## src/hw/rtl/devr_pkg.sv

```systemverilog
`timescale 1ns / 1ps
package devr_pkg;

    // field widths
    localparam int RDW = 25;               // reading / offset / tolerance
    localparam int RCW = 32;               // reciprocal ratio, Q8.24
    localparam int OW  = 48;               // output position, Q31.16
    localparam int PW  = 50;               // internal position width
    localparam int MW  = PW - 1;           // magnitude fed to the remainder unit
    localparam int SW  = 33;               // step width
    localparam int PRW = RDW + RCW;        // base product width
    localparam int RW  = PRW + 1 - 24;     // rounded base magnitude width
    localparam int CIW = 3;                // config index width

    // candidate depth per encoder
    localparam int NCELL = 64;
    localparam int CW    = $clog2(NCELL);
    localparam int MCW   = $clog2(MW);

    localparam logic [8:0] DEG360 = 9'd360;

    typedef logic signed [PW-1:0] pos_t;

    // one beat moving down the cell chain
    typedef struct packed {
        logic v;
        logic hit;
        pos_t pos;
    } beat_t;

    typedef enum logic [3:0] {
        ST_IDLE,
        ST_MUL,
        ST_BASE,
        ST_GO1,
        ST_WAIT1,
        ST_GO2,
        ST_WAIT2,
        ST_LOAD,
        ST_SCAN,
        ST_FIN
    } state_t;

    typedef enum logic [CIW-1:0] {
        REG_RECIP1  = 3'd0,
        REG_RECIP2  = 3'd1,
        REG_REVERSE = 3'd2,
        REG_ZERO1   = 3'd3,
        REG_ZERO2   = 3'd4,
        REG_WLOW    = 3'd5,
        REG_WHIGH   = 3'd6,
        REG_TOL     = 3'd7
    } cfg_idx_t;

endpackage

```

## src/hw/rtl/devr_rem.sv

```systemverilog
`timescale 1ns / 1ps
module devr_rem (
    input  logic                     clk,
    input  logic                     rst_n,
    input  logic                     start,
    input  logic [devr_pkg::MW-1:0]  dividend,
    input  logic [devr_pkg::SW-1:0]  divisor,
    output logic                     done,
    output logic [devr_pkg::SW-1:0]  rem
);

    logic [devr_pkg::MW-1:0]  dvd_reg;
    logic [devr_pkg::SW-1:0]  rem_reg;
    logic [devr_pkg::SW-1:0]  div_reg;
    logic [devr_pkg::MCW-1:0] cnt_reg;
    logic                     busy_reg;
    logic                     done_reg;
    logic [devr_pkg::SW:0]    trial;
    logic [devr_pkg::SW:0]    diff;

    // restoring remainder, one dividend bit a cycle
    assign trial = {rem_reg, dvd_reg[devr_pkg::MW-1]};
    assign diff  = trial - {1'b0, div_reg};

    always_ff @(posedge clk or negedge rst_n)
    begin
        if (!rst_n)
        begin
            busy_reg <= 1'b0;
            done_reg <= 1'b0;
            cnt_reg  <= '0;
        end
        else
        begin
            done_reg <= 1'b0;
            if (start)
            begin
                busy_reg <= 1'b1;
                cnt_reg  <= '0;
            end
            else if (busy_reg)
            begin
                cnt_reg <= cnt_reg + 1'b1;
                if (cnt_reg == devr_pkg::MCW'(devr_pkg::MW - 1))
                begin
                    busy_reg <= 1'b0;
                    done_reg <= 1'b1;
                end
            end
        end
    end

    always_ff @(posedge clk)
    begin
        if (start)
        begin
            dvd_reg <= dividend;
            div_reg <= divisor;
            rem_reg <= '0;
        end
        else if (busy_reg)
        begin
            dvd_reg <= {dvd_reg[devr_pkg::MW-2:0], 1'b0};
            rem_reg <= diff[devr_pkg::SW] ? trial[devr_pkg::SW-1:0] : diff[devr_pkg::SW-1:0];
        end
    end

    assign done = done_reg;
    assign rem  = rem_reg;

endmodule

```

## config.mk

```make
export PLATFORM = sky130hd
export DESIGN_NAME = devr_rem
export DESIGN_NICKNAME = d
export VERILOG_FILES = /design/src/hw/rtl/devr_pkg.sv /design/src/hw/rtl/devr_rem.sv
export SDC_FILE = /design/constraint.sdc
export NUM_CORES = 1
export LEC_CHECK = 0
export ABC_CLOCK_PERIOD_IN_PS = 3140
export BUFFER_PORTS_ARGS = -buffer_cell sky130_fd_sc_hd__buf_2
export CORE_UTILIZATION = 41
export DETAILED_ROUTE_END_ITERATION = 10
export GPL_ROUTABILITY_DRIVEN = 0
export PLACE_DENSITY_LB_ADDON = 0.12
export SLEW_MARGIN = 30
export SYNTH_ARGS = -nofsm -noshare
export SYNTH_HDL_FRONTEND = slang
export SYNTH_SLANG_ARGS = --single-unit
```

## constraint.sdc

```tcl
create_clock -name clk -period 3.14 [get_ports clk]
set_input_delay 0.157 -clock clk [delete_from_list [all_inputs] [get_ports clk]]
set_output_delay 0.157 -clock clk [all_outputs]
set_load 0.01 [all_outputs]
```

==> results.cfg <==
[global_routing]
overflow = 0
grt_usage_pct = 17.9
antenna_found_initial = 0
grt_pass1_wl_um = 23500
grt_max_degree = 85
grt_pass1_vias = 5008

[route]
antenna_left = 0
vias_per_cell = 5.00
dr.pass1.iters = 4
wl_per_cell_um = 14.2
drtIter0Drc = 208
drt-total-wl_um = 14100
drc_errors = 0
vias = 4989

[clocking]
cts-root-buf = clkbuf_16
cts_tree = yes
cts_buffers = 17
cts_max_level = 4
cts_buffer_depth = 2
clock-sinks = 123
worstSkewPairLatency_ns = 0.42
cts.reportedPaths.clkPinSlew_ns = 0.06

[synthesis]
yosysSeqAreaShare_pct = 49.5
synth_fp_nets = 727
synth_seq_cells = 123
synthCells = 606
synth_ff_type = edfxtp_1
avgSynthCellArea_um2 = 11.1
yosys_warnings = 0
synth_edf_count = 82
syn_area_um2 = 6710
ys_async_sr_fraction_pct = 6.50
ys_types = 62

[sta]
tightestPinTransition_ns = 0.500
period_needed_ns = 3.05
skew_ns = 0.00956
hold_viol_final = 0
fmaxAchievable_ghz = 0.328
timing.final.crit_share_pct = 97.2
finalSetupViolCount = 0
rsz0062_at_grt = true
relSlewSlack_pct = 66.3
fin_tns_setup_ns = 0
slew_violations = 0

[finish]
area_delta_synth_final_pct = 27.4
final_core_util_pct = 53.6
largest_reg_flops = 49
layout_common_cells = buf_2 (117), edfxtp_1 (82), nor2_1 (62)
final_common_cell = buf_2
diodes = 0
stdcell_count = 997
final_nets = 889
drive_gt1_share_pct = 31.4

[power]
peakVddDrop_mv = 0.422
power.density_nw_per_um2 = 791
p_leak_nw = 3.81
design_power_total_w = 0.00677

[setup_path]
cp.arrival_ns = 3.38
critPathKind = register to register
path_buf_inv = 2
critPathSlowestCell = ha_2
cp_slowest_stage_delay_ns = 0.37
critPathMaxFanout = 4
critPathTopFamily = compound AO/OA/AOI/OAI gates
crit_path_end_kind = register
crit_required_ns = 3.47
cp_cell_sequence = ha_2 -> o21a_1 -> o31a_1 -> nor4_1 -> o31a_1 -> buf_4 -> o41ai_2 -> buf_4 -> a31oi_1 -> a31oi_1 -> mux2i_1 -> a22oi_1 -> a211oi_1
crit_path_start_kind = register

[floorplanning]
dieWidth_um = 130
fp-row-count = 46
core_um2 = 15900
floorplan.initialDensity_pct = 42.1
pin_count = 119
die_h_um = 130
dieArea_um2 = 16900

[placement]
placed_cells = 928
io_buffers = 118
hpwl_um = 10000

[flow_run]
drv_cap = 0

[worst_hold_path]
hold_class = input port to register

[status]
outcome = completed
==> worst reg2reg max path, stage by stage, from the launching register on <==
cell and delay, ns:
dfxtp_1 0.35, ha_2 0.37, o21a_1 0.13, o31a_1 0.20, nor4_1 0.07, o31a_1 0.35, buf_4 0.17, o41ai_2 0.31
buf_4 0.18, a31oi_1 0.14, a31oi_1 0.21, mux2i_1 0.20, a22oi_1 0.08, a211oi_1 0.22
==> final timing paths <==
path,from,endpoint,slack (ns),cells after the start
max,rem[1],rem[31],0.09,13
min,dividend[33],dvd_reg[33],0.04,2
max reg2reg,rem[1],rem[31],0.09,13
min reg2reg,rem[23],rem[23],0.52,2
max in group asynchronous,rst_n,busy_reg,2.82,2
min in group asynchronous,rst_n,cnt_reg[3],0.13,2
==> cell usage after synthesis (3+ instances only) <==
master | number | area [µm²]
a41o_1 | 3 | 30.0
edfxtp_1 | 82 | 2460
o21bai_1 | 3 | 22.5
a211oi_1 | 16 | 120
mux2i_1 | 4 | 40.0
and2_1 | 6 | 37.5
mux2_2 | 48 | 541
a31oi_1 | 5 | 31.3
dfrtp_1 | 8 | 200
nor2_1 | 62 | 233
o21ai_0 | 14 | 70.1
ha_1 | 35 | 438
nand4_1 | 5 | 31.3
o21a_1 | 5 | 37.5
a21o_1 | 19 | 143
a211oi_2 | 12 | 150
nor3b_1 | 4 | 30.0
clkbuf_1 | 15 | 56.3
nand2_1 | 31 | 116
nor2b_1 | 6 | 37.5
nand2b_1 | 4 | 25.0
a21oi_1 | 50 | 250
xnor2_1 | 19 | 166
nor3_1 | 6 | 30.0
dfxtp_1 | 33 | 661
inv_1 | 45 | 169
o211ai_1 | 3 | 22.5
buf_1 | 3 | 11.3
xor2_1 | 12 | 105
nand3_1 | 7 | 35.0
buf_2 | 4 | 20.0
==> cell families (layout without fill, tap and decap cells) <==
family | count (synthesis) | after routing | share of synthesized area, %
AOI/OAI and AO/OA | 153 | 153 | 16.9
xor gates and xnor gates | 32 | 32 | 4.46
adders and majority gates | 36 | 36 | 6.82
buffers and inverters | 71 | 246 | 4.29
DFF | 123 | 123 | 49.5
muxes | 52 | 52 | 8.65
and+or+nand+nor | 139 | 139 | 9.40
==> metrics by stage <==
stage          setup slack, ns  hold slack, ns  instance area (µm²)
2_1_floorplan            0.356          -0.139                 6710
5_1_grt               -0.00801          0.0163                 8550
4_1_cts                 0.0151          0.0186                 8450
3_5_place_dp            0.0548          0.0126                 7590
3_3_place_gp             0.186         0.00437                 7590
6_report                0.0880          0.0371                 8550
==> per-layer routing <==
| layer | share of wire (%) | vias to the layer above | track usage (%) |
|---|---|---|---|
| li1 | - | 2529 | - |
| met1 | 48 | 2344 | 22.7 |
| met2 | 46 | 101 | 28.8 |
| met3 | 4.6 | 15 | 6.52 |
| met4 | 1.3 | 0 | 5.13 |
| met5 | 0 | - | 0 |
==> timing repair <==
action | in CTS | in global routing
gates resized for setup | 0 | 14
hold buffers | 34 | 0
endpoints found under the hold margin | 41 | 0
setup buffers | 0 | 3
endpoints found under the setup margin | 0 | 33
==> layout make-up <==
cell class,count,area [µm²]
Inverter,45,169
Tap cell,216,270
Clock buffer,18,429
Multi-Input combinational cell,412,3180
Fill cell,1458,7390
Timing Repair Buffer,169,1090
Sequential cell,123,3320
Clock inverter,14,97.6
==> power breakdown <==
group / internal (W) / switching [W] / leakage, nW / total, W
logic: 0.00129 / 0.00148 / 2.34 / 0.00277
clock network: 0.00101 / 0.000733 / 0.252 / 0.00174
registers: 0.00202 / 0.000231 / 1.22 / 0.00225
Note: power is estimated with default switching activity, not from simulation.
