==> src/hw/rtl/devr_pkg.sv <==
`timescale 1ns / 1ps
package devr_pkg;

    // field widths
    localparam int RDW = 25;               // reading / offset / tolerance
    localparam int RCW = 32;               // reciprocal ratio, Q8.24
    localparam int OW  = 48;               // output position, Q31.16
    localparam int PW  = 50;               // internal position width
    localparam int MW  = PW - 1;           // magnitude fed to the remainder unit
    localparam int SW  = 33;               // step width
    localparam int PRW = RDW + RCW;        // base product width
    localparam int RW  = PRW + 1 - 24;     // rounded base magnitude width
    localparam int CIW = 3;                // config index width

    // candidate depth per encoder
    localparam int NCELL = 64;
    localparam int CW    = $clog2(NCELL);
    localparam int MCW   = $clog2(MW);

    localparam logic [8:0] DEG360 = 9'd360;

    typedef logic signed [PW-1:0] pos_t;

    // one beat moving down the cell chain
    typedef struct packed {
        logic v;
        logic hit;
        pos_t pos;
    } beat_t;

    typedef enum logic [3:0] {
        ST_IDLE,
        ST_MUL,
        ST_BASE,
        ST_GO1,
        ST_WAIT1,
        ST_GO2,
        ST_WAIT2,
        ST_LOAD,
        ST_SCAN,
        ST_FIN
    } state_t;

    typedef enum logic [CIW-1:0] {
        REG_RECIP1  = 3'd0,
        REG_RECIP2  = 3'd1,
        REG_REVERSE = 3'd2,
        REG_ZERO1   = 3'd3,
        REG_ZERO2   = 3'd4,
        REG_WLOW    = 3'd5,
        REG_WHIGH   = 3'd6,
        REG_TOL     = 3'd7
    } cfg_idx_t;

endpackage

==> src/hw/rtl/devr_cell.sv <==
`timescale 1ns / 1ps
module devr_cell (
    input  logic                      clk,
    input  logic                      rst_n,
    input  logic                      load,
    input  devr_pkg::pos_t            c2_in,
    input  logic                      c2v_in,
    output devr_pkg::pos_t            c2_out,
    output logic                      c2v_out,
    input  logic [devr_pkg::RDW-1:0]  tol,
    input  devr_pkg::beat_t           beat_in,
    output devr_pkg::beat_t           beat_out
);

    devr_pkg::pos_t  c2_reg;
    logic            c2v_reg;
    devr_pkg::beat_t beat_reg;
    devr_pkg::beat_t beat_next;
    devr_pkg::pos_t  delta;
    devr_pkg::pos_t  tol_pos;
    logic            match;

    assign tol_pos = devr_pkg::pos_t'({{(devr_pkg::PW - devr_pkg::RDW){1'b0}}, tol});
    assign delta   = beat_in.pos - c2_reg;
    assign match   = beat_in.v && c2v_reg && (delta < tol_pos) && (delta > -tol_pos);

    always_comb
    begin
        beat_next     = beat_in;
        beat_next.hit = beat_in.hit | match;
    end

    always_ff @(posedge clk or negedge rst_n)
    begin
        if (!rst_n)
        begin
            c2_reg   <= '0;
            c2v_reg  <= 1'b0;
            beat_reg <= '0;
        end
        else
        begin
            if (load)
            begin
                c2_reg  <= c2_in;
                c2v_reg <= c2v_in;
            end
            beat_reg <= beat_next;
        end
    end

    assign c2_out   = c2_reg;
    assign c2v_out  = c2v_reg;
    assign beat_out = beat_reg;

endmodule

==> config.mk <==
export PLATFORM = sky130hd
export DESIGN_NAME = devr_cell
export DESIGN_NICKNAME = d
export VERILOG_FILES = /design/src/hw/rtl/devr_pkg.sv /design/src/hw/rtl/devr_cell.sv
export SDC_FILE = /design/constraint.sdc
export NUM_CORES = 1
export LEC_CHECK = 0
export BUFFER_PORTS_ARGS = -buffer_cell sky130_fd_sc_hd__buf_2
export CAP_MARGIN = 15
export CORE_MARGIN = 2
export CORE_UTILIZATION = 50
export CTS_CLUSTER_DIAMETER = 200
export DETAILED_ROUTE_END_ITERATION = 10
export PLACE_DENSITY = 0.8
export SLEW_MARGIN = 30
export SYNTH_ARGS = -nofsm -noshare
export SYNTH_HDL_FRONTEND = slang
export SYNTH_SLANG_ARGS = --single-unit
==> constraint.sdc <==
create_clock -name clk -period 8.7 [get_ports clk]
set_input_delay 0.435 -clock clk [delete_from_list [all_inputs] [get_ports clk]]
set_output_delay 0.435 -clock clk [all_outputs]
set_load 0.1 [all_outputs]
==> results by group, run 1 <==
Outcome
  – Status: finished clean

Final layout
  – Share of layout cells above drive strength 1: 22.72%
  – Fin area: 9998 um2
  – Final Non-Filler Cells: 1428
  – P&R area growth vs syn: 19.77%
  – Filler cell count in the final layout: 1502
  – Nets: 1455

Pwr
  – Comb pwr share: 50.1%
  – Pint: 1.029 mW
  – P_sw: 872.9 uW
  – Sw Ratio: 45.89%
  – Part of the power in registers: 27.6%
  – Peak supply drop: 0.1031 mV
  – Total chip power: 1.902 mW
  – P per Cell Area: 190.2 nW/um2
  – Clock share of power: 22.2%
  – Leak: 4.936 nW

Global routing
  – GRT Util Overall: 24.28%
  – First-pass GRT wire length: 35.36 mm
  – Vias in the first global route: 7524
  – Grt total ovfl: 0
  – Pin count of the biggest net entering global routing: 55
  – Initial antenna violation count: 2

Synthesis
  – Flops & latches, synth: 103
  – Syn Inst Count: 984
  – Yosys warns: 0
  – Sequential area share after synthesis: 30.88%
  – Syn avg cell area: 8.484 um2
  – Synth Cell Area: 8348 um2
  – Post-synthesis cell type count: 70
  – Syn nets: 1238
  – Async S/R FF share, synth: 100.0%
  – Post-synth EDFFs: 0
  – Top_reg_cell synth: dfrtp_1

Route
  – WL per Instance: 15.07 um
  – Final wirelength: 21.52 mm
  – DR vias: 7819
  – DR iter-0 viols: 470
  – Post-route ant nets: 0
  – # DRC: 0
  – Via density: 5.475
  – Pre-antenna DRT Iters: 5

Worst setup path
  – R2R Path End: beat_out[50]
  – R2r worst-path depth: 21
  – Setup crit end kind: flop
  – FF-to-FF setup slack: 3.68 ns
  – Worst Setup SP: c2_out[0]
  – Crit-path max FO: 3
  – Crit path kind: reg2reg
  – CP arrival: 5.26 ns
  – Worst setup path endpoint: beat_out[50]
  – Data required, critical path: 8.95 ns
  – Reg-to-Reg Start: c2_out[0]
  – CP Launch Type: flop

Clocking
  – Reg clk slew, reported paths: 0.07 ns
  – # H-tree levels: 3
  – Inserted Clock Buffers: 9
  – Clock Path Buffers: 2
  – Postcts setup bufs: 0
  – Clock Tree Root: clkbuf_16
  – Hold-fix buffers at CTS: 0
  – CTS tree: built
  – Cts repair resizes: 0
  – Clock Sinks: 103
  – Clk Latency, worst-skew pair: 0.36 ns

Die
  – Die W: 133.2 um
  – Total core area: 16470 um2
  – Row count: 47
  – Num ports: 234
  – Initial cell density of the core: 50.70%
  – Die Area: 17750 um2
  – Die H: 133.2 um

Timing
  – Fin. Hold Viols: 0
  – RSZ-0062 raised after global routing: no
  – Max Fclk: 199.3 MHz
  – Relative slew slack: 46.02%
  – # setup viols final: 0
  – Fin crit period: 5.017 ns
  – Total negative setup slack: 0 ns
  – Clock skew: 0.005475 ns
  – Tcrit/Tclk final: 57.66%
  – Slew @ Worst Pin: 0.8096 ns
  – Worst hold slack: 0.08926 ns
  – Fin. max-slew vios: 0

Flow run
  – MaxCap Viol Count: 0

Min path
  – Worst hold-check path type: in2async

Placed design
  – Placed Area: 9686 um2
  – Routability cong.: 0.9586
  – HPWL Detailed: 17.68 mm
  – Placed cell count: 1410
  – Number of I/O port buffers: 233
logic make-up after synthesis:
family	count (synthesis)	share of synthesized area [%]
multiplexers	3	0.4046
AO/OA/AOI/OAI	266	19.54
XOR/XNOR	72	7.554
flip-flops	103	30.88
AND/OR/NAND/NOR	297	17.48
buffers and inverters	119	5.501
adder cells (fa/ha/maj)	124	18.65
per-stage QoR:
step	util, %	worst slack (ns)
after global routing	60.69	3.192
after global placement	58.82	3.517
final	60.72	3.683
after floorplan	-	3.854
after detailed placement	58.82	3.438
after CTS	60.69	3.685
power by group through the flow:
stage	logic (mW)	registers, mW	clock network (mW)
2_1_floorplan	0.475	0.792	0
3_3_place_gp	0.935	0.534	0
3_5_place_dp	0.943	0.535	0
4_1_cts	0.950	0.526	0.433
5_1_grt	1.04	0.530	0.451
6_report	0.953	0.526	0.423
per-layer routing:
metal	part of all wire, %	vias to the layer above	wire length (um)	track usage (%)
met2	45	277	9651	40.10
met1	46	3555	9912	32.20
met5	0	-	0	0
met4	2.1	0	459	8.452
met3	7.0	35	1497	4.414
li1	-	3952	-	-
worst max-delay path, stage by stage, from the launching register on:
cell and delay (ns):
dfrtp_1 0.37, ha_1 0.18, inv_1 0.06, fa_1 0.39
a21oi_1 0.27, o211a_1 0.24, o311a_1 0.23, o21ai_0 0.16
a21oi_1 0.31, o21ai_0 0.18, xor2_1 0.21, ha_1 0.32
nand4_1 0.11, nor4_1 0.36, nor4b_1 0.44, a221oi_1 0.14
a31oi_1 0.23, maj3_1 0.20, a21oi_1 0.07, xor2_1 0.14
a41oi_1 0.21, a21oi_1 0.06
final cells by class:
type	count	area, um2	area share (%)
timing repair buffer	235	1184	11.84
tap	220	275.3	2.753
inverter	90	337.8	3.379
sequential	103	2577	25.78
antenna	2	5.005	0.05006
multi-input combinational	762	5311	53.12
clock inverter	5	65.06	0.6507
clock buffer	11	242.7	2.428
cells in the mapped netlist, types with 3 or more instances:
cell	instances	share of area [%]
ha_1	122	18
nand2_1	114	5.1
dfrtp_1	103	31
inv_1	88	4.0
o21ai_0	88	5.3
a21oi_1	83	5.0
xnor2_1	52	5.5
nor2_1	51	2.3
nor4_1	29	2.2
clkbuf_1	26	1.2
nor3_1	23	1.4
nand4_1	22	1.6
xor2_1	20	2.1
nand3_1	18	1.1
a21o_1	17	1.5
a211oi_1	13	1.2
nand2b_1	9	0.67
a31oi_1	8	0.60
nor2b_1	8	0.60
o211ai_1	6	0.54
o21a_1	6	0.54
o21bai_1	6	0.54
o31ai_1	6	0.54
o21ai_1	5	0.30
and3_1	4	0.30
a221oi_1	3	0.31
mux2_2	3	0.40
registers in the layout, indices dropped and copies added (netlist names):
signal,flops
beat_out,52
c2_out,50
c2v_out,1
placed cells by master (no fill, tap or decap), types with 3 or more instances in the layout:
master / instances
buf_2: 232
ha_1: 122
nand2_1: 114
dfrtp_1: 103
inv_1: 88
o21ai_0: 88
a21oi_1: 83
xnor2_1: 52
nor2_1: 51
nor4_1: 29
nor3_1: 23
nand4_1: 22
xor2_1: 20
nand3_1: 18
a21o_1: 17
a211oi_1: 13
nand2b_1: 9
clkbuf_16: 9
nor2b_1: 8
a31oi_1: 8
o21a_1: 6
o211ai_1: 6
o21bai_1: 6
o31ai_1: 6
o21ai_1: 5
and3_1: 4
a221oi_1: 3
mux2_2: 3
buf_4: 3
how the worst min path moves through the flow:
stage,from,to,cells past startpoint
6_report,rst_n,c2_out[27],1
5_1_grt,rst_n,beat_out[30],1
3_3_place_gp,rst_n,beat_out[30],1
4_1_cts,rst_n,c2_out[27],1
3_5_place_dp,rst_n,c2_out[27],1
2_1_floorplan,rst_n,beat_out[0],0
Power figures use the tool's default switching activity.
==> run 2: changes to the inputs <==
--- a/config.mk
+++ b/config.mk
@@ -8,10 +8,10 @@
 export BUFFER_PORTS_ARGS = -buffer_cell sky130_fd_sc_hd__buf_2
 export CAP_MARGIN = 15
 export CORE_MARGIN = 2
-export CORE_UTILIZATION = 50
+export CORE_UTILIZATION = 49
 export CTS_CLUSTER_DIAMETER = 200
 export DETAILED_ROUTE_END_ITERATION = 10
-export PLACE_DENSITY = 0.8
+export PLACE_DENSITY = 0.82
 export SLEW_MARGIN = 30
 export SYNTH_ARGS = -nofsm -noshare
 export SYNTH_HDL_FRONTEND = slang
==> constraint.sdc (replaced) <==
create_clock -name clk -period 4.2 [get_ports clk]
set_input_delay 0.21 -clock clk [delete_from_list [all_inputs] [get_ports clk]]
set_output_delay 0.21 -clock clk [all_outputs]
set_load 0.1 [all_outputs]
==> run 2 against run 1 <==
  * The run now ends with negative setup slack left
  * Core utilization up 13 points
  * Clock power up 140%
  * Via count up 14%
  * Flip-flop and latch count unchanged
  * Non-clock buffer count up 180
  * Die area up 2.0%
  * Hold slack worse by 0.074 ns
  * Final cell count up 13%
  * Register-to-register slack worse by 4.0 ns
  * Count of clock-buffer cells in the layout down 1
  * Sequential power up 110%
  * Highest routed layer unchanged
==> results by group, run 2 (same netlist as run 1, synthesis figures left out) <==
Clocking
  – # H-tree levels: 3 (unchanged)
  – Clock Path Buffers: 2 (unchanged)
  – Inserted Clock Buffers: 9 (unchanged)
  – Reg clk slew, reported paths: 0.07 ns (about the same)
  – Clock Sinks: 103 (unchanged)
  – Clock Tree Root: clkbuf_16 (unchanged)
  – CTS tree: built (unchanged)
  – Clk Latency, worst-skew pair: 0.36 ns (about the same)

Route
  – Via density: 5.553 (was 5.475)
  – Pre-antenna DRT Iters: 5 (unchanged)
  – Post-route ant nets: 0 (unchanged)
  – Final wirelength: 26.16 mm (was 21.52 mm)
  – # DRC: 0 (unchanged)
  – DR vias: 8923 (was 7819)
  – DR iter-0 viols: 512 (was 470)
  – WL per Instance: 16.28 um (was 15.07 um)

Min path
  – Worst hold-check path type: in2reg (was in2async)

Die
  – Die W: 134.5 um (was 133.2 um)
  – Num ports: 234 (unchanged)
  – Die Area: 18100 um2 (was 17750 um2)
  – Total core area: 16640 um2 (was 16470 um2)
  – Die H: 134.5 um (was 133.2 um)
  – Initial cell density of the core: 50.16% (was 50.70%)
  – Row count: 47 (unchanged)

Final layout
  – Share of layout cells above drive strength 1: 37.52% (was 22.72%)
  – Filler cell count in the final layout: 1185 (was 1502)
  – Nets: 1635 (was 1455)
  – Final Non-Filler Cells: 1607 (was 1428)
  – Largest register FFs: 52 (unchanged)
  – Commonest cells after routing, fill and taps aside: buf_2 (232), buf_4 (131), nand2_1 (112), ha_1 (112), inv_1 (85) (was buf_2 (232), ha_1 (122), nand2_1 (114))
  – Commonest non-fill, non-tap cell in the layout: buf_2 (unchanged)
  – P&R area growth vs syn: 46.18% (was 19.77%)

Pwr
  – P per Cell Area: 372.9 nW/um2 (was 190.2 nW/um2)
  – Leak: 5.847 nW (was 4.936 nW)
  – Peak supply drop: 0.2386 mV (was 0.1031 mV)

Timing
  – RSZ-0062 raised after global routing: yes (was no)
  – Total negative setup slack: -0.2960 ns (was 0 ns)
  – Fin. Hold Viols: 0 (unchanged)
  – Fin crit period: 4.496 ns (was 5.017 ns)
  – Final worst slack: -0.2960 ns (was 3.683 ns)
  – # setup viols final: 1 (was 0)
  – Fin. max-slew vios: 0 (unchanged)
  – Slew @ Worst Pin: 0.7042 ns (was 0.8096 ns)
  – Relative slew slack: 53.05% (was 46.02%)
  – Clock skew: 0.005475 ns (about the same)
  – Tcrit/Tclk final: 107.0% (was 57.66%)
  – Max Fclk: 222.4 MHz (was 199.3 MHz)

Placed design
  – Number of I/O port buffers: 233 (unchanged)
  – Routability cong.: 0.9607 (was 0.9586)
  – Placed cell count: 1525 (was 1410)
  – HPWL Detailed: 19.15 mm (was 17.68 mm)

Global routing
  – Vias in the first global route: 8921 (was 7524)
  – Grt total ovfl: 0 (unchanged)
  – GRT Util Overall: 28.08% (was 24.28%)
  – First-pass GRT wire length: 41.37 mm (was 35.36 mm)
  – Pin count of the biggest net entering global routing: 54 (was 55)
  – Initial antenna violation count: 1 (was 2)

Outcome
  – Failing checks: negative setup slack
  – Status: finished with violations (was finished clean)

Worst setup path
  – Data required, critical path: 4.49 ns (was 8.95 ns)
  – FF-to-FF setup slack: -0.30 ns (was 3.68 ns)
  – Critical path cell sequence: inv_1 > ha_4 > nand2_1 > buf_4 > o211a_1 > o311a_4 > o21ai_4 > nor2b_4 > xor2_2 > buf_4 > ha_4 > nand4_1 > nor4_2 > nor4b_4 > a221oi_2 > a31oi_1 > maj3_2 > a21oi_2 > xor2_1 > a41oi_2 > a21oi_2 (was ha_1 > inv_1 > fa_1 > a21oi_1 > o211a_1 > o311a_1 > o21ai_0 > a21oi_1 > o21ai_0 > xor2_1 > ha_1 > nand4_1 > nor4_1 > nor4b_1 > a221oi_1 > a31oi_1 > maj3_1 > a21oi_1 > xor2_1 > a41oi_1 > a21oi_1)
  – Crit-path max FO: 4 (was 3)
  – CP peak stage delay: 0.41 ns (was 0.44 ns)
  – Crit path kind: reg2reg (unchanged)
  – Setup crit end kind: flop (unchanged)
  – CP Launch Type: flop (unchanged)
  – Slowest CP cell: dfrtp_4 (was nor4b_1)
  – CP arrival: 4.78 ns (was 5.26 ns)
  – Worst path buffer plus inverter count: 3 (was 1)
  – Largest delay share family, worst path: compound AO/OA/AOI/OAI gates (unchanged)

Flow run
  – MaxCap Viol Count: 0 (unchanged)
run 2: worst register-to-register path, stage by stage, from the launching register on:
cell	delay (ns)
dfrtp_4	0.41
inv_1	0.08
ha_4	0.30
nand2_1	0.10
buf_4	0.16
o211a_1	0.25
o311a_4	0.36
o21ai_4	0.17
nor2b_4	0.19
xor2_2	0.08
buf_4	0.14
ha_4	0.25
nand4_1	0.14
nor4_2	0.38
nor4b_4	0.29
a221oi_2	0.08
a31oi_1	0.23
maj3_2	0.25
a21oi_2	0.05
xor2_1	0.18
a41oi_2	0.17
a21oi_2	0.14
run 2: timing repair:
item,4_1_cts,5_1_grt
hold endpoints to repair,101,0
gates resized for setup,22,52
hold buffers,50,0
gates cloned,0,0
setup endpoints to repair,1,1
setup buffers,5,11
pin swaps,22,37
run 2: layer usage:
layer  GRT usage (%)  wire length [um]
met1           35.09             11010
met2           48.95             12640
met3           4.129              1617
met4           11.11               891
met5               0                 0
run 2: worst paths after layout:
| path | start | end | cells after the start |
|---|---|---|---|
| worst max-delay path | c2_out[4] | beat_out[50] | 21 |
| worst min-delay path | beat_in[4] | beat_out[4] | 1 |
| worst max register to register | c2_out[4] | beat_out[50] | 21 |
| worst min register to register | c2v_out | c2v_out | 1 |
| max in group asynchronous | rst_n | c2_out[34] | 3 |
| min in group asynchronous | rst_n | beat_out[24] | 2 |
run 2: per-stage QoR:
step	utilization [%]	power [mW]	worst slack (ns)	hold slack [ns]	cell area [um2]
global placement	65.12	3.280	-0.2903	0.2834	10840
floorplan	-	2.672	0.0001807	-0.08559	8626
finish	73.33	4.551	-0.2960	0.01520	12200
detailed placement	65.12	3.321	-0.3169	0.2963	10840
CTS	71.18	4.416	-0.2434	0.001534	11850
global route	73.33	4.797	-0.4707	0.01347	12200
run 2: final cells by class:
cell class	instances	area, um2	area share (%)
antenna	1	2.502	0.02051
sequential	103	2688	22.02
inverter	90	337.8	2.768
timing repair buffer	415	2676	21.93
clock inverter	6	115.1	0.9433
clock buffer	10	239.0	1.958
multi-input combinational	762	5869	48.10
tap	220	275.3	2.256
run 2: power breakdown:
part | switching (mW) | leakage [nW] | internal, mW
registers | 0.0313 | 1.18 | 1.08
logic | 1.56 | 4.50 | 0.879
clock network | 0.396 | 0.169 | 0.602
==> run 3: changes to the inputs <==
--- a/config.mk
+++ b/config.mk
@@ -5,13 +5,14 @@
 export SDC_FILE = /design/constraint.sdc
 export NUM_CORES = 1
 export LEC_CHECK = 0
+export ABC_AREA = 1
 export BUFFER_PORTS_ARGS = -buffer_cell sky130_fd_sc_hd__buf_2
 export CAP_MARGIN = 15
 export CORE_MARGIN = 2
-export CORE_UTILIZATION = 49
+export CORE_UTILIZATION = 50
 export CTS_CLUSTER_DIAMETER = 200
 export DETAILED_ROUTE_END_ITERATION = 10
-export PLACE_DENSITY = 0.82
+export PLACE_DENSITY = 0.81
 export SLEW_MARGIN = 30
 export SYNTH_ARGS = -nofsm -noshare
 export SYNTH_HDL_FRONTEND = slang
==> run 3 against run 2 <==
  * Combinational power decreased by 2%
  * Global-route usage grew 2.4 points
  * Routed wire length up 27%
  * Count of clock-buffer cells in the layout fell by 1
  * Fmax up 15%
  * Critical endpoint unchanged
  * Largest power group unchanged
  * Highest routed layer unchanged
  * Sequential share of layout area down 1.9 points
  * Final cell count increased by 39%
  * Core utilization decreased by 10 points
  * Sequential power is essentially flat
  * Total power down 5.1%
  * The run now ends clean
  * Synthesized cell count increased by 69%
==> results by group, run 3 <==
Clocking
  – Clock Path Buffers: 2 (unchanged)
  – Reg clk slew, reported paths: 0.07 ns (about the same)
  – CTS tree: built (unchanged)
  – Clk Latency, worst-skew pair: 0.37 ns (was 0.36 ns)
  – Clock Tree Root: clkbuf_16 (unchanged)
  – Clock Sinks: 103 (unchanged)
  – Inserted Clock Buffers: 9 (unchanged)
  – # H-tree levels: 3 (unchanged)
  – Postcts setup bufs: 0 (was 5)

Synthesis
  – Area share of and/or/nand/nor cells after synthesis: 36.22% (was 17.48%)
  – Top_reg_cell synth: dfrtp_1 (unchanged)
  – Flops & latches, synth: 103 (unchanged)
  – Top cell type by total area after synthesis: dfrtp_1 (unchanged)
  – Async S/R FF share, synth: 100.0% (unchanged)
  – Commonest cells in the netlist: nand2_1 (593), inv_1 (340), ha_1 (122), nor2_1 (105), dfrtp_1 (103) (was ha_1 (122), nand2_1 (114), dfrtp_1 (103), inv_1 (88), o21ai_0 (88))
  – XOR/XNOR share of the synthesized area: 3.513% (was 7.554%)
  – Synth Area in Adders: 14.77% (was 18.65%)
  – Post-synthesis cell type count: 40 (was 70)
  – Most common cell in the netlist: nand2_1 (was ha_1)
  – Post-synthesis mux area share: 0.3226% (was 0.4047%)
  – Sequential area share after synthesis: 24.61% (was 30.88%)
  – Synth Cell Area: 10470 um2 (was 8348 um2)
  – Syn avg cell area: 6.282 um2 (was 8.484 um2)
  – Yosys warns: 0 (unchanged)
  – Largest cells by area after synthesis: dfrtp_1 (25%), nand2_1 (21%), ha_1 (15%) (was dfrtp_1 (31%), ha_1 (18%), xnor2_1 (5.5%))
  – Post-synth EDFFs: 0 (unchanged)
  – Syn Inst Count: 1667 (was 984)
  – Area share of the largest cell type after synthesis: 24.61% (was 30.88%)
  – Synth Area in Compound Gates: 7.431% (was 19.54%)
  – Main combinational cell family by area after synthesis: simple AND/OR/NAND/NOR gates (was compound AO/OA/AOI/OAI gates)
  – Syn nets: 1921 (was 1238)

Route
  – Post-route ant nets: 0 (unchanged)
  – DR iter-0 viols: 644 (was 512)
  – DR vias: 11170 (was 8923)
  – WL per Instance: 14.89 um (was 16.28 um)
  – Via density: 5.015 (was 5.553)
  – # DRC: 0 (unchanged)
  – Pre-antenna DRT Iters: 5 (unchanged)
  – Final wirelength: 33.18 mm (was 26.16 mm)

Worst setup path
  – CP arrival: 4.15 ns (was 4.78 ns)
  – Crit path kind: in2reg (was reg2reg)
  – Data required, critical path: 4.46 ns (was 4.49 ns)
  – Crit-path max FO: 4 (unchanged)
  – Slowest CP cell: dlygate4sd3_1 (was dfrtp_4)
  – CP Launch Type: primary input (was flop)
  – Most common cell on crit path: nand2_1
  – Setup crit end kind: flop (unchanged)
  – CP peak stage delay: 0.57 ns (was 0.41 ns)

Die
  – Num ports: 234 (unchanged)
  – Row count: 52 (was 47)
  – Die Area: 22120 um2 (was 18100 um2)
  – Initial cell density of the core: 51.43% (was 50.16%)
  – Die H: 148.7 um (was 134.5 um)
  – Total core area: 20360 um2 (was 16640 um2)
  – Die W: 148.7 um (was 134.5 um)

Final layout
  – P&R area growth vs syn: 22.46% (was 46.18%)
  – Diode count: 0 (was 1)
  – Fin area: 12820 um2 (was 12200 um2)
  – Commonest cells after routing, fill and taps aside: nand2_1 (592), inv_1 (339), buf_2 (232) (was buf_2 (232), buf_4 (131), nand2_1 (112), ha_1 (112), inv_1 (85))
  – Largest register FFs: 52 (unchanged)
  – Nets: 2207 (was 1635)
  – Share of layout cells above drive strength 1: 17.06% (was 37.52%)
  – Filler cell count in the final layout: 1868 (was 1185)
  – Commonest non-fill, non-tap cell in the layout: nand2_1 (was buf_2)

Placed design
  – HPWL Detailed: 27.59 mm (was 19.15 mm)
  – Number of I/O port buffers: 233 (unchanged)
  – Placed Area: 11960 um2 (was 10840 um2)
  – Routability cong.: 1.020 (was 0.9607)

Pwr
  – Leak: 7.627 nW (was 5.847 nW)
  – Peak supply drop: 0.2745 mV (was 0.2386 mV)
  – P per Cell Area: 336.9 nW/um2 (was 372.9 nW/um2)

Timing
  – Relative slew slack: 48.93% (was 53.05%)
  – Slew @ Worst Pin: 0.7660 ns (was 0.7042 ns)
  – Max Fclk: 256.8 MHz (was 222.4 MHz)
  – Clock skew: 0.006025 ns (was 0.005475 ns)
  – Tcrit/Tclk final: 92.72% (was 107.0%)
  – Total negative setup slack: 0 ns (was -0.2960 ns)
  – Fin crit period: 3.894 ns (was 4.496 ns)
  – Fin. max-slew vios: 0 (unchanged)
  – RSZ-0062 raised after global routing: no (was yes)
  – # setup viols final: 0 (was 1)
  – Fin. Hold Viols: 0 (unchanged)

Min path
  – Worst hold-check path type: in2reg (unchanged)

Global routing
  – Pin count of the biggest net entering global routing: 63 (was 54)
  – Grt total ovfl: 0 (unchanged)
  – First-pass GRT wire length: 53.27 mm (was 41.37 mm)
  – Initial antenna violation count: 0 (was 1)
  – Vias in the first global route: 10920 (was 8921)
  – GRT Util Overall: 30.46% (was 28.08%)

Outcome
  – Status: finished clean (was finished with violations)

Flow run
  – MaxCap Viol Count: 0 (unchanged)
[run 3: cell types whose count changed in the layout (fill, tap and decap cells not counted), sizes merged, moves of 13 or more]
cell | before | now
inv | 91 | 352
nor4 | 31 | 4
buf | 365 | 236
a21oi | 86 | 68
xnor2 | 52 | 7
a21o | 17 | 1
nand4 | 22 | 44
a211oi | 14 | 1
xor2 | 20 | 35
nand2 | 114 | 606
nand3 | 19 | 65
o21ai | 94 | 67
nor2 | 52 | 123
[run 3: power breakdown]
part | internal [mW] | total, mW | switching (mW)
Sequential | 1.06 | 1.09 | 0.0299
Combinational | 0.664 | 2.39 | 1.73
Clock | 0.416 | 0.837 | 0.421
Total | 2.14 | 4.32 | 2.18
[run 3: cells by family after synthesis]
kind of cell	count (synthesis)
muxes	3
and+or+nand+nor	882
AOI/OAI and AO/OA	148
xor gates and xnor gates	42
adders and majority gates	123
DFF	103
buffers and inverters	366
[run 3: final timing paths]
kind,start,to,slack (ns),cells after the start
hold / removal,beat_in[1],beat_out[1],0.01,1
max in group asynchronous,rst_n,beat_out[50],2.71,3
hold reg to reg,c2_out[0],c2_out[0],0.55,1
setup reg to reg,c2_out[0],beat_out[50],0.36,32
min in group asynchronous,rst_n,c2_out[9],0.46,2
setup / recovery,beat_in[21],beat_out[50],0.31,30
[run 3: per-layer routing]
metal | up-vias | global-route usage, % | routed length, um
li1 | 5720 | - | -
met1 | 4963 | 37.24 | 13910
met2 | 411 | 54.37 | 15850
met3 | 79 | 4.325 | 2094
met4 | 0 | 11.48 | 1326
met5 | - | 0 | 0
[run 3: area by class of cell]
cell class	instances	area (um2)	share of cell area, %
Tap cell	270	337.8	2.634
Sequential cell	103	2577	20.10
Inverter	354	1330	10.37
Timing Repair Buffer	287	1702	13.27
Multi-Input combinational cell	1198	6585	51.35
Clock inverter	7	67.56	0.5268
Clock buffer	9	225.2	1.756
[run 3: stage by stage]
step,hold slack (ns),utilization (%),total power [mW],cells,worst slack (ns)
global placement,0.3207,58.71,3.370,2161,0.1461
global route,0.01219,62.98,4.615,2228,0.001525
detailed placement,0.3274,58.71,3.414,2161,0.1385
CTS,0.002579,62.66,4.293,2228,0.1364
finish,0.01247,62.98,4.321,2228,0.3059
floorplan,-0.08559,-,2.816,1667,0.1928
[run 3: worst max-delay path: cells and delay by family]
kind | cells | cell delay (ns)
simple gates | 23 | 1.96
buf+inv | 3 | 0.80
fa+ha+maj | 2 | 0.69
xor+xnor | 1 | 0.33
compound gates | 1 | 0.13
[run 3: timing repair]
action                                 in CTS  in global routing
resized for setup                           0                 13
hold buffers                               51                  0
endpoints found under the hold margin     111                  0
setup endpoints to repair                   0                  1
